`config.mk`:
```
export PLATFORM = sky130hd
export DESIGN_NAME = lowest_free_room_allocator_unit
export DESIGN_NICKNAME = d
export VERILOG_FILES = /design/src/lfra_pkg.sv /design/src/lfra_cell.sv /design/src/lfra_ctrl.sv /design/src/lowest_free_room_allocator_unit.sv
export SDC_FILE = /design/constraint.sdc
export NUM_CORES = 2
export LEC_CHECK = 0
export BUFFER_PORTS_ARGS = -buffer_cell sky130_fd_sc_hd__buf_2
export CAP_MARGIN = 10
export CELL_PAD_IN_SITES_DETAIL_PLACEMENT = 1
export CELL_PAD_IN_SITES_GLOBAL_PLACEMENT = 1
export CORE_UTILIZATION = 30
export DETAILED_ROUTE_END_ITERATION = 8
export PLACE_DENSITY = 0.6
export SYNTH_ARGS = -nofsm -noshare
export SYNTH_HDL_FRONTEND = slang
export SYNTH_SLANG_ARGS = --single-unit
```
`constraint.sdc`:
```
create_clock -name clk_i -period 4.7 [get_ports clk_i]
set_input_delay 0.94 -clock clk_i [delete_from_list [all_inputs] [get_ports clk_i]]
set_output_delay 0.94 -clock clk_i [all_outputs]
set_load 0.005 [all_outputs]
```
`src/lfra_pkg.sv`:
```
`default_nettype none

package lfra_pkg;

  // booking and result field widths
  localparam int ArrW   = 32;
  localparam int DepW   = 32;
  localparam int TagW   = 16;
  localparam int RoomW  = 7;

  // stream data widths, padded to whole bytes
  localparam int SDataW = 80;
  localparam int SUserW = 1;
  localparam int MDataW = 32;
  localparam int MUserW = 1;
  localparam int MPadW  = MDataW - 2 * RoomW - TagW;

  // sequencer states
  typedef enum logic [2:0] {
    StIdle = 3'b001,
    StFree = 3'b010,
    StScan = 3'b100
  } state_e;

  // control broadcast to every room cell
  typedef struct packed {
    logic clear;  // free the room unconditionally
    logic rel;    // free the room if its departure is before the arrival
    logic adv;    // search token moves one cell
  } cell_ctrl_t;

endpackage

`default_nettype wire

```
`src/lfra_cell.sv`:
```
`default_nettype none

module lfra_cell (
  input  wire logic                       clk_i,
  input  wire logic                       rst_ni,
  input  wire lfra_pkg::cell_ctrl_t       ctrl_i,
  input  wire logic [lfra_pkg::ArrW-1:0]  arrival_i,
  input  wire logic [lfra_pkg::DepW-1:0]  departure_i,
  input  wire logic                       tok_i,
  output logic                            tok_o,
  output logic                            grant_o
);

  logic                      busy_q, busy_d;
  logic                      tok_q, tok_d;
  logic [lfra_pkg::DepW-1:0] dep_q;

  // token stops at a free room, passes over a busy one
  always_comb begin
    grant_o = ctrl_i.adv & tok_q & ~busy_q;
    tok_o   = tok_q & busy_q;
    tok_d   = ctrl_i.adv ? tok_i : tok_q;
  end

  // occupancy update: clear, release on early departure, take on grant
  always_comb begin
    busy_d = busy_q;
    if (ctrl_i.clear) begin
      busy_d = 1'b0;
    end else if (ctrl_i.rel && busy_q && (dep_q < arrival_i)) begin
      busy_d = 1'b0;
    end
    if (grant_o) begin
      busy_d = 1'b1;
    end
  end

  always_ff @(posedge clk_i or negedge rst_ni) begin
    if (!rst_ni) begin
      busy_q <= 1'b0;
      tok_q  <= 1'b0;
    end else begin
      busy_q <= busy_d;
      tok_q  <= tok_d;
    end
  end

  // departure is only looked at while the room is busy
  always_ff @(posedge clk_i) begin
    if (grant_o) begin
      dep_q <= departure_i;
    end
  end

endmodule

`default_nettype wire

```
`src/lfra_ctrl.sv`:
```
`default_nettype none

module lfra_ctrl #(
  parameter int Rooms = 64
) (
  input  wire logic                         clk_i,
  input  wire logic                         rst_ni,
  input  wire logic                         s_axis_tvalid,
  output logic                              s_axis_tready,
  input  wire logic [lfra_pkg::SDataW-1:0]  s_axis_tdata,
  input  wire logic [lfra_pkg::SUserW-1:0]  s_axis_tuser,
  output logic                              m_axis_tvalid,
  input  wire logic                         m_axis_tready,
  output logic [lfra_pkg::MDataW-1:0]       m_axis_tdata,
  output logic [lfra_pkg::MUserW-1:0]       m_axis_tuser,
  output lfra_pkg::cell_ctrl_t              cell_ctrl_o,
  output logic [lfra_pkg::ArrW-1:0]         arrival_o,
  output logic [lfra_pkg::DepW-1:0]         departure_o,
  output logic                              start_o,
  input  wire logic                         grant_any_i,
  input  wire logic                         last_pass_i
);

  localparam int IdxW = (Rooms > 1) ? $clog2(Rooms) : 1;
  localparam int NumW = $clog2(Rooms + 1);

  lfra_pkg::state_e           state_q, state_d;
  logic [lfra_pkg::ArrW-1:0]  arr_q;
  logic [lfra_pkg::DepW-1:0]  dep_q;
  logic [lfra_pkg::TagW-1:0]  tag_q;
  logic                       first_q;
  logic [IdxW-1:0]            idx_q;
  logic [NumW-1:0]            high_q;
  logic [NumW-1:0]            high_new;
  logic [NumW-1:0]            room_num;
  logic                       m_valid_q;
  logic [lfra_pkg::MDataW-1:0] m_data_q;
  logic [lfra_pkg::MUserW-1:0] m_user_q;
  logic                       in_xfer;
  logic                       slot_free;
  logic                       scan_adv;
  logic                       done_grant;
  logic                       done_full;

  // handshake and search step enables
  always_comb begin
    s_axis_tready = (state_q == lfra_pkg::StIdle);
    in_xfer       = s_axis_tvalid & s_axis_tready;
    slot_free     = ~m_valid_q | m_axis_tready;
    scan_adv      = (state_q == lfra_pkg::StScan) & slot_free;
    done_grant    = scan_adv & grant_any_i;
    done_full     = scan_adv & last_pass_i;
    room_num      = NumW'(idx_q) + NumW'(1);
    high_new      = (room_num > high_q) ? room_num : high_q;
  end

  // cell broadcast
  always_comb begin
    cell_ctrl_o.clear = (state_q == lfra_pkg::StFree) & first_q;
    cell_ctrl_o.rel   = (state_q == lfra_pkg::StFree);
    cell_ctrl_o.adv   = (state_q == lfra_pkg::StFree) | scan_adv;
    start_o           = (state_q == lfra_pkg::StFree);
    arrival_o         = arr_q;
    departure_o       = dep_q;
  end

  // sequencer
  always_comb begin
    state_d = state_q;
    case (state_q)
      lfra_pkg::StIdle: if (in_xfer) state_d = lfra_pkg::StFree;
      lfra_pkg::StFree: state_d = lfra_pkg::StScan;
      lfra_pkg::StScan: if (done_grant || done_full) state_d = lfra_pkg::StIdle;
      default:          state_d = lfra_pkg::StIdle;
    endcase
  end

  always_ff @(posedge clk_i or negedge rst_ni) begin
    if (!rst_ni) begin
      state_q   <= lfra_pkg::StIdle;
      high_q    <= '0;
      idx_q     <= '0;
      m_valid_q <= 1'b0;
    end else begin
      state_q <= state_d;
      // highest room so far
      if ((state_q == lfra_pkg::StFree) && first_q) begin
        high_q <= '0;
      end else if (done_grant) begin
        high_q <= high_new;
      end
      // token position
      if (state_q == lfra_pkg::StFree) begin
        idx_q <= '0;
      end else if (scan_adv && !done_grant && !done_full) begin
        idx_q <= idx_q + IdxW'(1);
      end
      // output register
      if (done_grant || done_full) begin
        m_valid_q <= 1'b1;
      end else if (m_axis_tready) begin
        m_valid_q <= 1'b0;
      end
    end
  end

  // booking capture
  always_ff @(posedge clk_i) begin
    if (in_xfer) begin
      arr_q   <= s_axis_tdata[31:0];
      dep_q   <= s_axis_tdata[63:32];
      tag_q   <= s_axis_tdata[79:64];
      first_q <= s_axis_tuser[0];
    end
  end

  // result payload
  always_ff @(posedge clk_i) begin
    if (done_grant) begin
      m_data_q <= {lfra_pkg::MPadW'(0), tag_q,
                   lfra_pkg::RoomW'(high_new), lfra_pkg::RoomW'(room_num)};
      m_user_q <= 1'b0;
    end else if (done_full) begin
      m_data_q <= {lfra_pkg::MPadW'(0), tag_q,
                   lfra_pkg::RoomW'(high_q), lfra_pkg::RoomW'(0)};
      m_user_q <= 1'b1;
    end
  end

  assign m_axis_tvalid = m_valid_q;
  assign m_axis_tdata  = m_data_q;
  assign m_axis_tuser  = m_user_q;

endmodule

`default_nettype wire

```
`src/lowest_free_room_allocator_unit.sv`:
```
// flow: a booking's transfer is followed by a release step, then a search token
//   that walks the room cells one per cycle from room 1 until it reaches a free
//   room, or passes the last room for a full result
// a new booking is taken only after the previous search has ended; the walk
//   pauses while the previous result waits
// reset: asynchronous, active low; all rooms free, highest room 0, no result
`default_nettype none

module lowest_free_room_allocator_unit #(
  parameter int ROOMS = 64
) (
  input  wire logic                         clk_i,
  input  wire logic                         rst_ni,
  input  wire logic                         s_axis_tvalid,
  output logic                              s_axis_tready,
  // arrival [31:0], departure [63:32], guest_tag [79:64]
  input  wire logic [lfra_pkg::SDataW-1:0]  s_axis_tdata,
  // first [0]
  input  wire logic [lfra_pkg::SUserW-1:0]  s_axis_tuser,
  output logic                              m_axis_tvalid,
  input  wire logic                         m_axis_tready,
  // room [6:0], rooms_used [13:7], tag_out [29:14], zero [31:30]
  output logic [lfra_pkg::MDataW-1:0]       m_axis_tdata,
  // full_res [0]
  output logic [lfra_pkg::MUserW-1:0]       m_axis_tuser
);

  lfra_pkg::cell_ctrl_t        cell_ctrl;
  logic [lfra_pkg::ArrW-1:0]   arrival;
  logic [lfra_pkg::DepW-1:0]   departure;
  logic                        start;
  logic [ROOMS:0]              tok;
  logic [ROOMS-1:0]            grant;

  lfra_ctrl #(
    .Rooms (ROOMS)
  ) u_ctrl (
    .clk_i         (clk_i),
    .rst_ni        (rst_ni),
    .s_axis_tvalid (s_axis_tvalid),
    .s_axis_tready (s_axis_tready),
    .s_axis_tdata  (s_axis_tdata),
    .s_axis_tuser  (s_axis_tuser),
    .m_axis_tvalid (m_axis_tvalid),
    .m_axis_tready (m_axis_tready),
    .m_axis_tdata  (m_axis_tdata),
    .m_axis_tuser  (m_axis_tuser),
    .cell_ctrl_o   (cell_ctrl),
    .arrival_o     (arrival),
    .departure_o   (departure),
    .start_o       (start),
    .grant_any_i   (|grant),
    .last_pass_i   (tok[ROOMS])
  );

  // search token enters at room 1
  assign tok[0] = start;

  // one cell per room, token handed to the next room each cycle while the search advances
  for (genvar gi = 0; gi < ROOMS; gi++) begin : g_room
    lfra_cell u_cell (
      .clk_i       (clk_i),
      .rst_ni      (rst_ni),
      .ctrl_i      (cell_ctrl),
      .arrival_i   (arrival),
      .departure_i (departure),
      .tok_i       (tok[gi]),
      .tok_o       (tok[gi+1]),
      .grant_o     (grant[gi])
    );
  end

endmodule

`default_nettype wire

```
==> metrics.cfg <==
[placement]
place_congestion=0.818
dp_hpwl_mm=235
portBuffers=117

[worst_setup_path]
reg2reg_depth=7
reg2reg_to=u_ctrl.m_axis_tdata[25]
r2r_slack_ns=1.07
startpoint_type=flip-flop
critical_path_class=flip-flop to flip-flop
worstPathArrival_ns=4.25
worstPathRequired_ns=5.32
reg2reg_from=g_room[56].u_cell.tok_q
worstPathMaxFanout=30
startpoint=g_room[56].u_cell.tok_q
end_kind=flip-flop

[cts]
cts-buffers-inserted=275
cts_max_level=5
clock-sinks=2305
cts_tree=yes
hold_buffers=0
path_clk_slew_ns=0.06
root_buffer=clkbuf_16
clk_latency_ns=0.91
post_cts_buffers=0
cts_resized=0
clk_path_buf_depth=4

[power_and_ir_drop]
power_leakage_nw=49.4
netSwitchingPower_mw=20.3
p_seq_share_pct=39.7
internal_power_mw=40.3
ir_drop_mv=0.419
power_frac_comb_pct=24.9
p_clk_share_pct=35.4
p_total_mw=60.6
p_per_area_nw_per_um2=456
p_sw_share_pct=33.5

[die]
chipWidth_um=619
num_rows=226
die_y_um=619
start_util_pct=30.1
ioPinCount=120
core_area_um2=379000
die_area_um2=383000

[logic_synthesis]
netlist_area_um2=114000
synthDistinctLibCells=66
synth.largest_area_cell=edfxtp_1
synthCells=7994
yosysWarnings=0
ys_seq_area_share_pct=60.0
synth_top_cell_area_share_pct=56.8
synth.top_cells.by_count=edfxtp_1 (2,159), ha_1 (1,992), a21oi_1 (486), o21ai_0 (462), nand2_1 (432)
synthTopCellsByArea=edfxtp_1 (57%), ha_1 (22%), dfrtp_1 (3.2%)
async_reset_ff_share_pct=6.29
synthFlopType=edfxtp_1
yosysMostFrequentCell=edfxtp_1
avgSynthCellArea_um2=14.3
synth-edff-count=2159
ys_seq_elements=2305

[sta]
rsz0062_at_grt=false
slew_headroom_pct=13.1
hold_viol_final=0
setup_tns_ns=0
fmax_ghz=0.276
slew_viol_final=0
min_period_over_period_pct=77.2
worstMarginPinSlew_ns=1.30
finalSetupViolCount=0
period_needed_ns=3.63
skew_ns=0.0537

[status]
status=finished, final reports clean

[drt]
final_antenna_net_count=0
num_vias=76800
wl_per_cell_um=30.0
route.detailed.drc=0
drt_pass1_iterations=5
avgViaCountPerCell=5.55
wirelength_mm=415
drt_iter0_drc=8640

[cells_and_area]
syn_to_final_growth_pct=16.4
drive_gt1_share_pct=9.72
finalNetCount=10700
nFillCells=39500

[hold_path]
hp-class=input pin to asynchronous set/reset pin

[run]
maxCapViolations=0

[grt]
grt_max_degree=68
grt_pass1_wl_mm=582
grt_pass1_vias=79400
grt_use_total_pct=21.2
antenna_found_initial=45
overflow=0

-- metrics by stage --
step | hold slack [ns] | setup slack (ns) | utilization, % | std cells | instance area (µm²)
global route | 0.0885 | 0.879 | 35.1 | 13800 | 133000
global placement | 0.401 | 0.979 | 32.7 | 13300 | 124000
floorplan | 0.400 | 0.820 | - | 7995 | 114000
CTS | 0.0423 | 1.07 | 35.1 | 13800 | 133000
finish | 0.0357 | 1.07 | 35.1 | 13800 | 133000
detailed placement | 0.408 | 0.982 | 32.7 | 13300 | 124000
-- layout by cell type, fill, tap and decap left out, drive strengths merged, types with 17 or more instances in the layout --
master   instances
a211o           38
o21bai          25
and2            35
nand3          210
a21oi          486
ha            1992
edfxtp        2159
nand3b          38
o221ai          17
dfrtp          144
nand2          432
inv            117
a2111o          48
nor2b           90
nand4          312
buf            369
a211oi         245
nor2           317
nor3           103
clkbuf         378
a31oi           55
clkinv          86
o2111ai         22
a2111oi         33
nand2b         153
bufinv          19
o21ai          462
nor4            66
o211ai         120
o22ai           39
mux2i           18
a21o            75
-- layer usage --
metal  global-route usage [%]  vias to the layer above  wire, µm
met5                        0                        -        13
met4                     7.28                        2     14900
met3                     2.21                      680     27800
met2                     35.9                     2890    197000
met1                     28.2                    39900    175000
li1                         -                    33400         -
-- sequential cells by signal, summed over array words and instances, names as in the netlist --
signal,flops
u_ctrl.departure_o,32
u_ctrl.m_axis_tvalid,1
g_room.u_cell.busy_q,64
u_ctrl.first_q,1
g_room.u_cell.tok_q,64
g_room.u_cell.dep_q,2048
u_ctrl.m_axis_tdata,30
u_ctrl.m_axis_tuser,1
u_ctrl.arrival_o,32
u_ctrl.state_q,3
u_ctrl.idx_q,6
u_ctrl.high_q,7
u_ctrl.tag_q,16
-- how the worst max path moves through the flow --
stage / end / cells after the start / slack, ns
6_report: u_ctrl.m_axis_tdata[25] / 7 / 1.07
5_1_grt: u_ctrl.m_axis_tdata[8] / 11 / 0.88
4_1_cts: u_ctrl.m_axis_tdata[25] / 7 / 1.07
3_5_place_dp: g_room[54].u_cell.busy_q / 10 / 0.98
3_3_place_gp: g_room[54].u_cell.busy_q / 10 / 0.98
2_1_floorplan: g_room[28].u_cell.dep_q[0] / 7 / 0.82
-- logic make-up after synthesis --
| group | after synthesis | synth area share [%] |
|---|---|---|
| other | 1 | 0.00328 |
| xor gates and xnor gates | 4 | 0.0307 |
| DFF | 2305 | 60.0 |
| AOI/OAI and AO/OA | 1732 | 9.53 |
| adders and majority gates | 1992 | 21.8 |
| and+or+nand+nor | 1788 | 7.93 |
| muxes | 19 | 0.168 |
| buffers and inverters | 153 | 0.517 |
-- cell type report --
class / count / area, µm² / area share, %
sequential: 2305 / 68500 / 51.5
tap: 5016 / 6280 / 4.72
antenna: 11 / 27.5 / 0.0207
clock inverter: 124 / 1310 / 0.984
clock buffer: 378 / 7600 / 5.72
inverter: 103 / 539 / 0.406
multi-input combinational: 5537 / 45300 / 34.1
timing repair buffer: 369 / 3350 / 2.52
-- worst max-delay path: stages (launching register included) --
cell,delay [ns]
dfrtp_1,0.55
nand2b_1,0.30
nand4_1,0.45
nor4_2,0.79
nand4_4,0.35
nand2_1,0.51
nand2_1,0.10
buf_4,0.27
-- power groups by stage --
stage               Sequential, mW  Clock (mW)  Combinational [mW]
finish                        24.1        21.5                15.1
global placement              24.5           0                14.4
floorplan                     24.9           0                6.31
CTS                           24.1        21.8                15.1
detailed placement            24.5           0                15.0
global route                  24.1        22.5                16.1
Power figures use the tool's default switching activity.
